==> src/design/swmin_pkg.sv <==
// types and constants of the sliding window minimum unit
`timescale 1ns / 1ps

package swmin_pkg;

  localparam int DATA_W = 32;
  localparam int CFG_W  = 11;

  typedef logic signed [DATA_W-1:0] sample_t;

  // what every cell of the chain does in a cycle
  typedef enum logic [1:0] {
    OP_HOLD,
    OP_GROW,
    OP_SLIDE,
    OP_DROP
  } cell_op_t;

  typedef struct packed {
    cell_op_t op;
    logic     first;
    sample_t  sample;
  } cell_cmd_t;

  function automatic sample_t smin(input sample_t a, input sample_t b);
    smin = (a > b) ? b : a;
  endfunction

endpackage

==> src/design/swmin_cell.sv <==
// one cell of the running-minimum chain
`timescale 1ns / 1ps

module swmin_cell
  import swmin_pkg::*;
(
  input  logic      clk,
  input  logic      rst,
  input  cell_cmd_t cmd,
  input  logic      prev_live,
  input  logic      next_live,
  input  sample_t   next_value,
  output logic      live,
  output sample_t   value,
  output sample_t   value_next
);

  logic live_q;
  logic live_next;

  // a first-of-sequence beat empties the chain before the sample goes in
  assign live = live_q & ~cmd.first;

  always_comb begin
    value_next = value;
    live_next  = live_q;
    unique case (cmd.op)
      OP_GROW: begin
        if (live) begin
          value_next = smin(value, cmd.sample);
          live_next  = 1'b1;
        end else if (prev_live) begin
          value_next = cmd.sample;
          live_next  = 1'b1;
        end else begin
          live_next  = 1'b0;
        end
      end
      OP_SLIDE: begin
        // window full: everything moves one cell toward the head
        value_next = next_live ? smin(next_value, cmd.sample) : cmd.sample;
        live_next  = live;
      end
      OP_DROP: begin
        value_next = next_value;
        live_next  = next_live;
      end
      default: begin
        value_next = value;
        live_next  = live_q;
      end
    endcase
  end

  always_ff @(posedge clk) begin
    if (rst) begin
      live_q <= 1'b0;
    end else begin
      live_q <= live_next;
    end
  end

  always_ff @(posedge clk) begin
    value <= value_next;
  end

endmodule

==> config.mk <==
export PLATFORM = sky130hd
export DESIGN_NAME = swmin_cell
export DESIGN_NICKNAME = d
export VERILOG_FILES = /design/src/design/swmin_pkg.sv /design/src/design/swmin_cell.sv
export SDC_FILE = /design/constraint.sdc
export NUM_CORES = 1
export LEC_CHECK = 0
export ABC_CLOCK_PERIOD_IN_PS = 3000
export BUFFER_PORTS_ARGS = -buffer_cell sky130_fd_sc_hd__buf_2
export CORE_AREA = 2 2 109 111
export DETAILED_ROUTE_END_ITERATION = 10
export DIE_AREA = 0 0 111 113
export GPL_TIMING_DRIVEN = 0
export PLACE_DENSITY = 0.49
export SYNTH_ARGS = -nofsm -noshare
export SYNTH_HDL_FRONTEND = slang
export SYNTH_SLANG_ARGS = --single-unit
==> constraint.sdc <==
create_clock -name clk -period 3 [get_ports clk]
set_input_delay 0.15 -clock clk [delete_from_list [all_inputs] [get_ports clk]]
set_output_delay 0.15 -clock clk [all_outputs]
set_load 0.02 [all_outputs]
### Word-level counts from Yosys, hierarchy flattened

Index checks and enable logic that the tools add are counted.

| storage, ports and cells | value |
|---|---|
| register bits after elaboration | 33 |
| word-level logic and storage cells | 19 |

| operators by class | value |
|---|---|
| eq/ne operators | 3 |
| $lt $le $gt $ge | 2 |
| mux-type cells | 9 |
| reduce and logical (&&, ||, !) cells | 1 |
| bitwise operators | 2 |

Operators with widths:

| cell | count |
|---|---|
| $mux W32 | 5 |
| $pmux W32 S3 | 1 |
| $gt A32 B32 Y1 | 2 |
| $eq A2 B2 Y1 const B | 2 |
| $pmux W1 S3 | 1 |
| $reduce_bool A3 Y1 | 1 |
| $eq A2 B1 Y1 const B | 1 |
| $mux W1 | 2 |
| $and A1 B1 Y1 | 1 |
| $not A1 Y1 | 1 |

### Depth between registers and ports, before layout

Gate-level depths: netlist of run 1.

| depth | value |
|---|---|
| depth after elaboration | 4 |
| mapped depth | 12 |
| mapped depth without buffers | 10 |

### Worst setup path before layout of run 1

No wires, ideal clock.

| timing | value |
|---|---|
| path kind | register -> register |
| start point | reg value[31] |
| end point | reg value[2] |
| setup time | 0.184 ns |
| slack | -0.039 ns |
| cell stages (with the launch flop) | 11 |
| arrival | 2.854 ns |
| required time | 2.816 ns |
| path buffers | 1 |
| clock period less this slack | 3.039 ns |
| path through | dfxtp_1 -> ha_1 -> nand4_1 -> nor2_1 -> and3_1 -> or3b_1 -> and4_1 -> o32ai_4 -> buf_2 -> nor3_1 -> a211oi_1 |

| on the way | value |
|---|---|
| cells in the longest elaborated chain, start to end | 4 |

Ends and longest elaborated chain:

| what | line | text |
|---|---|---|
| start, declared | swmin_cell.sv:14 | `output sample_t value,` |
| start signal, assigned | swmin_cell.sv:64 | `value <= value_next;` |
| $gt A32 B32 Y1 | swmin_pkg.sv:26 | `smin = (a > b) ? b : a;` |
| $mux W32 | swmin_pkg.sv:26 |  |
| $mux W32 | swmin_cell.sv:29 | `if (live) begin` |
| $pmux W32 S3 | swmin_cell.sv:27 | `unique case (cmd.op)` |
| named net value_next[2] | swmin_cell.sv:15 | `output sample_t value_next` |

The timed path passes the listed nets, and every way through them passes these cells.
A chain may end at the register's enable or synchronous reset.

### Final worst setup path of run 1

| timing | value |
|---|---|
| start point | reg value[30] |
| end point | out value_next[20] |

| on the way | value |
|---|---|
| cells in the longest elaborated chain, start to end | 4 |

Ends and longest elaborated chain:

| what | line |
|---|---|
| $gt A32 B32 Y1 | swmin_pkg.sv:26 |
| $mux W32 | swmin_pkg.sv:26 |
| $mux W32 | swmin_cell.sv:29 |
| $pmux W32 S3 | swmin_cell.sv:27 |
| end, declared | swmin_cell.sv:15 |

No other way between the ends.

==> results of run 1 <==
## per-layer routing
layer  track usage, %  wire [um]  part of all wire, %  up-vias
met3             3.54        771                  6.0       15
met2             33.3       6080                   47      126
li1                 -          -                    -     1877
met5                0          0                    0        -
met4             4.25        211                  1.6        0
met1             26.0       5810                   45     1827
## area by class of cell
| class | count | area, um2 |
|---|---|---|
| well taps | 143 | 179 |
| repair buffers | 162 | 1080 |
| multi-input cells | 317 | 2950 |
| inverters | 39 | 146 |
| clock buffers | 5 | 125 |
| plain buffers | 19 | 138 |
| flip-flops and latches | 33 | 681 |
| fillers | 1118 | 5970 |
| clock inverters | 1 | 5.00 |
## placed cells by master (no fill, tap or decap), drive strengths merged, types with 10 or more instances in the layout
cell type / netlist / final
mux2i: 28 / 28
nand2: 25 / 25
a21oi: 54 / 54
clkbuf: 14 / 18
buf: 7 / 168
inv: 39 / 39
a22oi: 25 / 25
o21ai: 33 / 33
nor3: 10 / 10
nand4: 10 / 10
ha: 64 / 64
dfxtp: 33 / 33
## cells by family (layout without fill, tap and decap cells)
family                     Yosys count  in the layout
adders and majority gates           64             64
AOI/OAI and AO/OA                  141            141
muxes                               31             31
and+or+nand+nor                     81             81
buffers and inverters               60            226
DFF                                 33             33
## critical path, delay by kind of cell (launching register included)
kind,cells,cell delay (ns)
AOI/OAI and AO/OA,3,0.63
adders and majority gates,1,0.26
buffers and inverters,4,0.61
DFF,1,0.36
and+or+nand+nor,5,1.01
## power groups by stage
stage | sequential [uW] | combinational [uW] | clock [uW]
after floorplan | 627 | 483 | 0
after global placement | 564 | 856 | 0
after detailed placement | 565 | 868 | 0
after CTS | 570 | 1040 | 523
after global routing | 588 | 1230 | 540
final | 579 | 1130 | 514
## worst max path at each step
stage,from,endpoint,cells past startpoint
after floorplan,value[31],value[3],8
after global placement,value[7],value_next[1],12
after detailed placement,value[7],value_next[1],12
after CTS,value[27],value_next[2],12
after global routing,value[11],value_next[20],12
final,value[30],value_next[20],13
## sequential cells by signal, summed over array words and instances, names as in the netlist
name    count
live_q      1
value      32
## metrics by stage
step / worst slack [ns] / utilization (%) / hold slack [ns] / instance area (um2)
6_report: -0.306 / 47.1 / 0.0477 / 5310
3_3_place_gp: -0.384 / 37.3 / 0.349 / 4200
2_1_floorplan: -0.0184 / - / 0.229 / 3350
3_5_place_dp: -0.389 / 37.3 / 0.349 / 4200
4_1_cts: -0.186 / 43.9 / 0.0465 / 4950
5_1_grt: -0.424 / 47.1 / 0.0626 / 5310
## timing repair
action	in CTS	in global routing
pin swaps	49	36
cloned	3	0
resized for setup	116	68
setup endpoints to repair	61	32
hold endpoints to repair	0	0
setup buffers	15	11
==> flow_summary_export.csv, run 1 <==
group,metric,value,unit
cts,clkTransAtPathRegs,0.06,ns
critical_path,r2r_slack,0.09,ns
route,postRouteAntennaNets,0,
power_and_ir_drop,power.internal,1310,uW
timing,fin_setup_tns,-7.78,ns
route,dr.pass1.iters,4,
power_and_ir_drop,clkPwrFrac,23.1,%
logic_synthesis,synth_common_cells,"64 x ha_1, 54 x a21oi_1, 39 x inv_1",
route,dr.first_iter.drc_count,153,
hold_path,min_path_cells,2,
floorplan,ios,136,
logic_synthesis,synth_seq_cells,33,
critical_path,r2r_cells,13,
critical_path,worstSetupPathType,"reg -> out",
cells_and_area,stdcell_count,719,
timing,fin_crit_sh,110,%
critical_path,start_kind,"flop",
global_route,grt_use_total,19.6,%
power_and_ir_drop,comb_power_share,50.8,%
power_and_ir_drop,p_seq_share,26.0,%
route,wirelength,12900,um
critical_path,crit_path_max_fanout,6,
logic_synthesis,synthAdderAreaFrac,24.0,%
hold_path,hold_class,"in -> reg",
timing,max_freq,302,MHz
hold_path,min-delay-start,"rst",
status,violations,"negative setup slack",
cts,cts.sinks,33,
timing,fin_worst_skew,0.00675,ns
logic_synthesis,yosys.area.top_type,"ha_1",
logic_synthesis,netlist_top_cells_area,"ha_1 24%, dfxtp_1 20%, mux2i_1 8.4%",
cells_and_area,nNetsFinal,712,
logic_synthesis,synth_compound_area_share,26.3,%
place,placed_cells,687,
timing,slew_violations,0,
timing,tightest_slew,0.903,ns
cts,clk-insertion-delay-late,0.29,ns
floorplan,die_h,113,um
cells_and_area,layout-drive-gt1-share,46.4,%
floorplan,dieArea,12500,um2
logic_synthesis,synth-simple-area-share,13.2,%
logic_synthesis,avgSynthCellArea,8.14,um2
critical_path,timing.rr.start,"value[30]",
timing,rsz0062_at_grt,"true",
floorplan,fp.dieW,111,um
logic_synthesis,synth-edff-count,0,
route,drc,0,
cts,hold_buffers,0,
cells_and_area,antenna_cells,0,
global_route,overflow,0,
route,wire_per_inst,17.9,um
logic_synthesis,synth.top_cell.area_share,24.0,%
critical_path,path_cells,"ha_4 > nand4_1 > nor2_1 > and3_4 > or3b_4 > and4_4 > buf_4 > o32ai_4 > buf_12 > buf_8 > a21oi_2 > a22oi_2 > buf_6",
logic_synthesis,syn-cell-area,3340,um2
logic_synthesis,syn-instance-count,410,
logic_synthesis,yosys_warnings,0,
critical_path,end_kind,"output pin",
place,portBuffers,134,
critical_path,cpMaxStageDelayCell,"or3b_4",
power_and_ir_drop,p_switching,915,uW
logic_synthesis,synth_flop_cell,"dfxtp_1",
cts,cts.root.buffer_cell,"clkbuf_16",
power_and_ir_drop,leakagePower,0.00241,uW
cts,h-tree-depth,2,
place,gp_congestion,0.831,
logic_synthesis,synth_nets,545,
floorplan,core-area,11300,um2
timing,period_needed,3.31,ns
route,vias,3845,
global_route,grt_max_degree,11,
logic_synthesis,synth_mux_area_share,9.41,%
hold_path,hold_end,"live_q",
critical_path,cp.arrival,3.16,ns
logic_synthesis,async_flop_share,0,%
global_route,grt_pass1_vias,3818,
timing,slew_headroom,39.8,%
global_route,antenna_found_initial,0,
logic_synthesis,synth_top_family_by_area,"compound AO/OA/AOI/OAI gates",
cts,clock_path_buffers,2,
global_route,grt_pass1_wl,19900,um
cells_and_area,area_growth,58.9,%
cts,cts_buffers,5,
power_and_ir_drop,fin_total_pwr,2220,uW
critical_path,critPathMaxStageDelay,0.39,ns
logic_synthesis,synth_xor_area_share,0,%
floorplan,initial_core_util,29.6,%
power_and_ir_drop,ir_drop,0.000223,V
logic_synthesis,yosysSeqAreaShare,19.8,%
floorplan,rows,39,
timing,hold_violations,0,
power_and_ir_drop,powerDensity,419,nW/um2
status,status,"finished with violations",
logic_synthesis,yosysMostFrequentCell,"ha_1",
logic_synthesis,yosysUniqueCellTypes,46,
power_and_ir_drop,switching_share,41.2,%
critical_path,reg2reg_to,"value[20]",
route,via_per_inst,5.35,
place,dp_hpwl,9570,um
flow_run,maxCapViolations,0,
critical_path,critPathRequiredTime,2.85,ns
timing,setup_viol_count_final,32,
cts,cts_tree,"done",
timing,setup_slack,-0.306,ns
(Power assumes the default switching activity.)
==> run 2, diff against run 1 <==
- CTS_CLUSTER_DIAMETER: unset -> 120
- HOLD_SLACK_MARGIN: unset -> 0.05
==> run 2 against run 1 <==
Effect of this change: the run still ends with negative setup slack left; core utilization is 0.11 points higher; register-to-register slack worse by 0.02 ns; count of clock-buffer cells in the layout is the same; non-clock buffer count up 1; power about the same; critical path depth did not move; clock power is essentially flat; cell count grew 0.28%; first-iteration DRC count is 5.9% higher; global-route usage hardly changed; highest routed layer unchanged.
==> flow_summary_export.csv, run 2 (synthesis results as in run 1) <==
group,metric,value,unit
floorplan,die_h,113,um
cts,clkTransAtPathRegs,0.06,ns
timing,rsz0062_at_grt,"true",
cells_and_area,largest_register_ff_count,32,
critical_path,cp.arrival,3.17,ns
cells_and_area,largestRegisters,"value: 32 flops, live_q: 1 flops",
route,postRouteAntennaNets,0,
power_and_ir_drop,leakagePower,0.00241,uW
route,wirelength,12800,um
place,placed_cells,687,
critical_path,crit_end,"value_next[20]",
place,dp_hpwl,9570,um
timing,period_needed,3.32,ns
route,wire_per_inst,17.8,um
cells_and_area,stdcell_count,721,
critical_path,worstSetupPathType,"reg -> out",
timing,slew_violations,0,
critical_path,crit_path_max_fanout,6,
critical_path,r2r_slack,0.07,ns
timing,slew_headroom,41.1,%
timing,tightest_slew,0.884,ns
power_and_ir_drop,powerDensity,418,nW/um2
cells_and_area,mostFrequentLayoutCells,"102 x buf_2, 51 x ha_1, 46 x a21oi_1",
cells_and_area,nNetsFinal,713,
critical_path,timing.rr.start,"value[30]",
cts,clk-insertion-delay-late,0.29,ns
power_and_ir_drop,fin_total_pwr,2220,uW
global_route,grt_pass1_wl,19900,um
cells_and_area,area_growth,59.3,%
status,violations,"negative setup slack",
critical_path,critPathRequiredTime,2.85,ns
place,gp_congestion,0.831,
cells_and_area,regMostFlops,"value",
power_and_ir_drop,ir_drop,0.000223,V
floorplan,ios,136,
route,via_per_inst,5.34,
hold_path,hold_class,"in -> reg",
route,dr.pass1.iters,4,
global_route,overflow,0,
floorplan,fp.dieW,111,um
global_route,grt_pass1_vias,3821,
route,vias,3850,
global_route,antenna_found_initial,0,
timing,max_freq,301,MHz
place,portBuffers,134,
floorplan,core-area,11300,um2
place,dpl_cell_area,4200,um2
critical_path,reg2reg_to,"value[20]",
floorplan,initial_core_util,29.6,%
global_route,grt_use_total,19.6,%
cells_and_area,final_common_cell,"buf_2",
cells_and_area,fill_cells,1115,
timing,hold_violations,0,
timing,fin_worst_skew,0.00487,ns
cts,cts_tree,"done",
route,drc,0,
critical_path,start_kind,"flop",
cts,cts_buffers,5,
cts,h-tree-depth,2,
cts,cts.sinks,33,
cells_and_area,layout-drive-gt1-share,46.3,%
critical_path,end_kind,"output pin",
timing,fin_setup_tns,-8.34,ns
critical_path,r2r_cells,13,
cts,cts.root.buffer_cell,"clkbuf_16",
timing,setup_slack,-0.323,ns
route,dr.first_iter.drc_count,162,
flow_run,maxCapViolations,0,
floorplan,dieArea,12500,um2
timing,fin_crit_sh,111,%
status,status,"finished with violations",
cells_and_area,design_area,5320,um2
global_route,grt_max_degree,11,
floorplan,rows,39,
timing,setup_viol_count_final,32,
cts,clock_path_buffers,2,
critical_path,startpoint,"value[30]",
[run 2: timing repair]
| action | CTS | global route |
|---|---|---|
| pin swaps | 49 | 36 |
| hold buffers | 1 | 0 |
| hold endpoints to repair | 1 | 0 |
| resized for setup | 116 | 68 |
| endpoints found under the setup margin | 61 | 32 |
| setup buffers | 15 | 11 |
| gates cloned | 3 | 0 |
[run 2: power breakdown]
| part | switching (uW) | internal (uW) |
|---|---|---|
| registers | 72.2 | 507 |
| logic | 625 | 505 |
| clock network | 216 | 297 |
[run 2: worst min-delay path by stage]
stage,startpoint,end,slack [ns],cells past startpoint
2_1_floorplan,rst,live_q,0.23,1
3_5_place_dp,rst,live_q,0.35,2
4_1_cts,cmd[7],value[7],0.17,3
3_3_place_gp,rst,live_q,0.35,2
5_1_grt,cmd[7],value[7],0.20,3
6_report,cmd[7],value[7],0.17,3
[run 2: metrics by stage]
step / setup slack (ns) / hold slack [ns] / util, %
6_report: -0.323 / 0.173 / 47.2
5_1_grt: -0.424 / 0.203 / 47.2
4_1_cts: -0.186 / 0.171 / 44.0
3_5_place_dp: -0.389 / 0.349 / 37.3
3_3_place_gp: -0.384 / 0.349 / 37.3
2_1_floorplan: -0.0184 / 0.229 / -
[run 2: area by class of cell]
cell class	count	area (um2)	area share, %
well taps	143	179	3.36
diodes	1	2.50	0.0471
clock buffers	5	125	2.35
multi-input cells	317	2950	55.6
inverters	39	146	2.75
clock inverters	1	5.00	0.0941
flip-flops and latches	33	681	12.8
plain buffers	19	138	2.59
repair buffers	163	1090	20.4
[run 2: layer usage]
| layer | track usage [%] | share of wire (%) | vias to the layer above |
|---|---|---|---|
| met5 | 0 | 0 | - |
| met4 | 4.25 | 1.6 | 0 |
| met3 | 3.54 | 5.7 | 15 |
| met2 | 33.3 | 47 | 130 |
| met1 | 26.1 | 45 | 1824 |
| li1 | - | - | 1881 |
[run 2: worst max-delay path, cell delays in order, from the launching register on]
cell and delay [ns]:
dfxtp_4 0.36, ha_4 0.26, nand4_1 0.12, nor2_1 0.14, and3_4 0.20, or3b_4 0.39
and4_4 0.18, buf_4 0.13, o32ai_4 0.32, buf_12 0.19, buf_8 0.14, a21oi_2 0.07
a22oi_2 0.23, buf_6 0.15
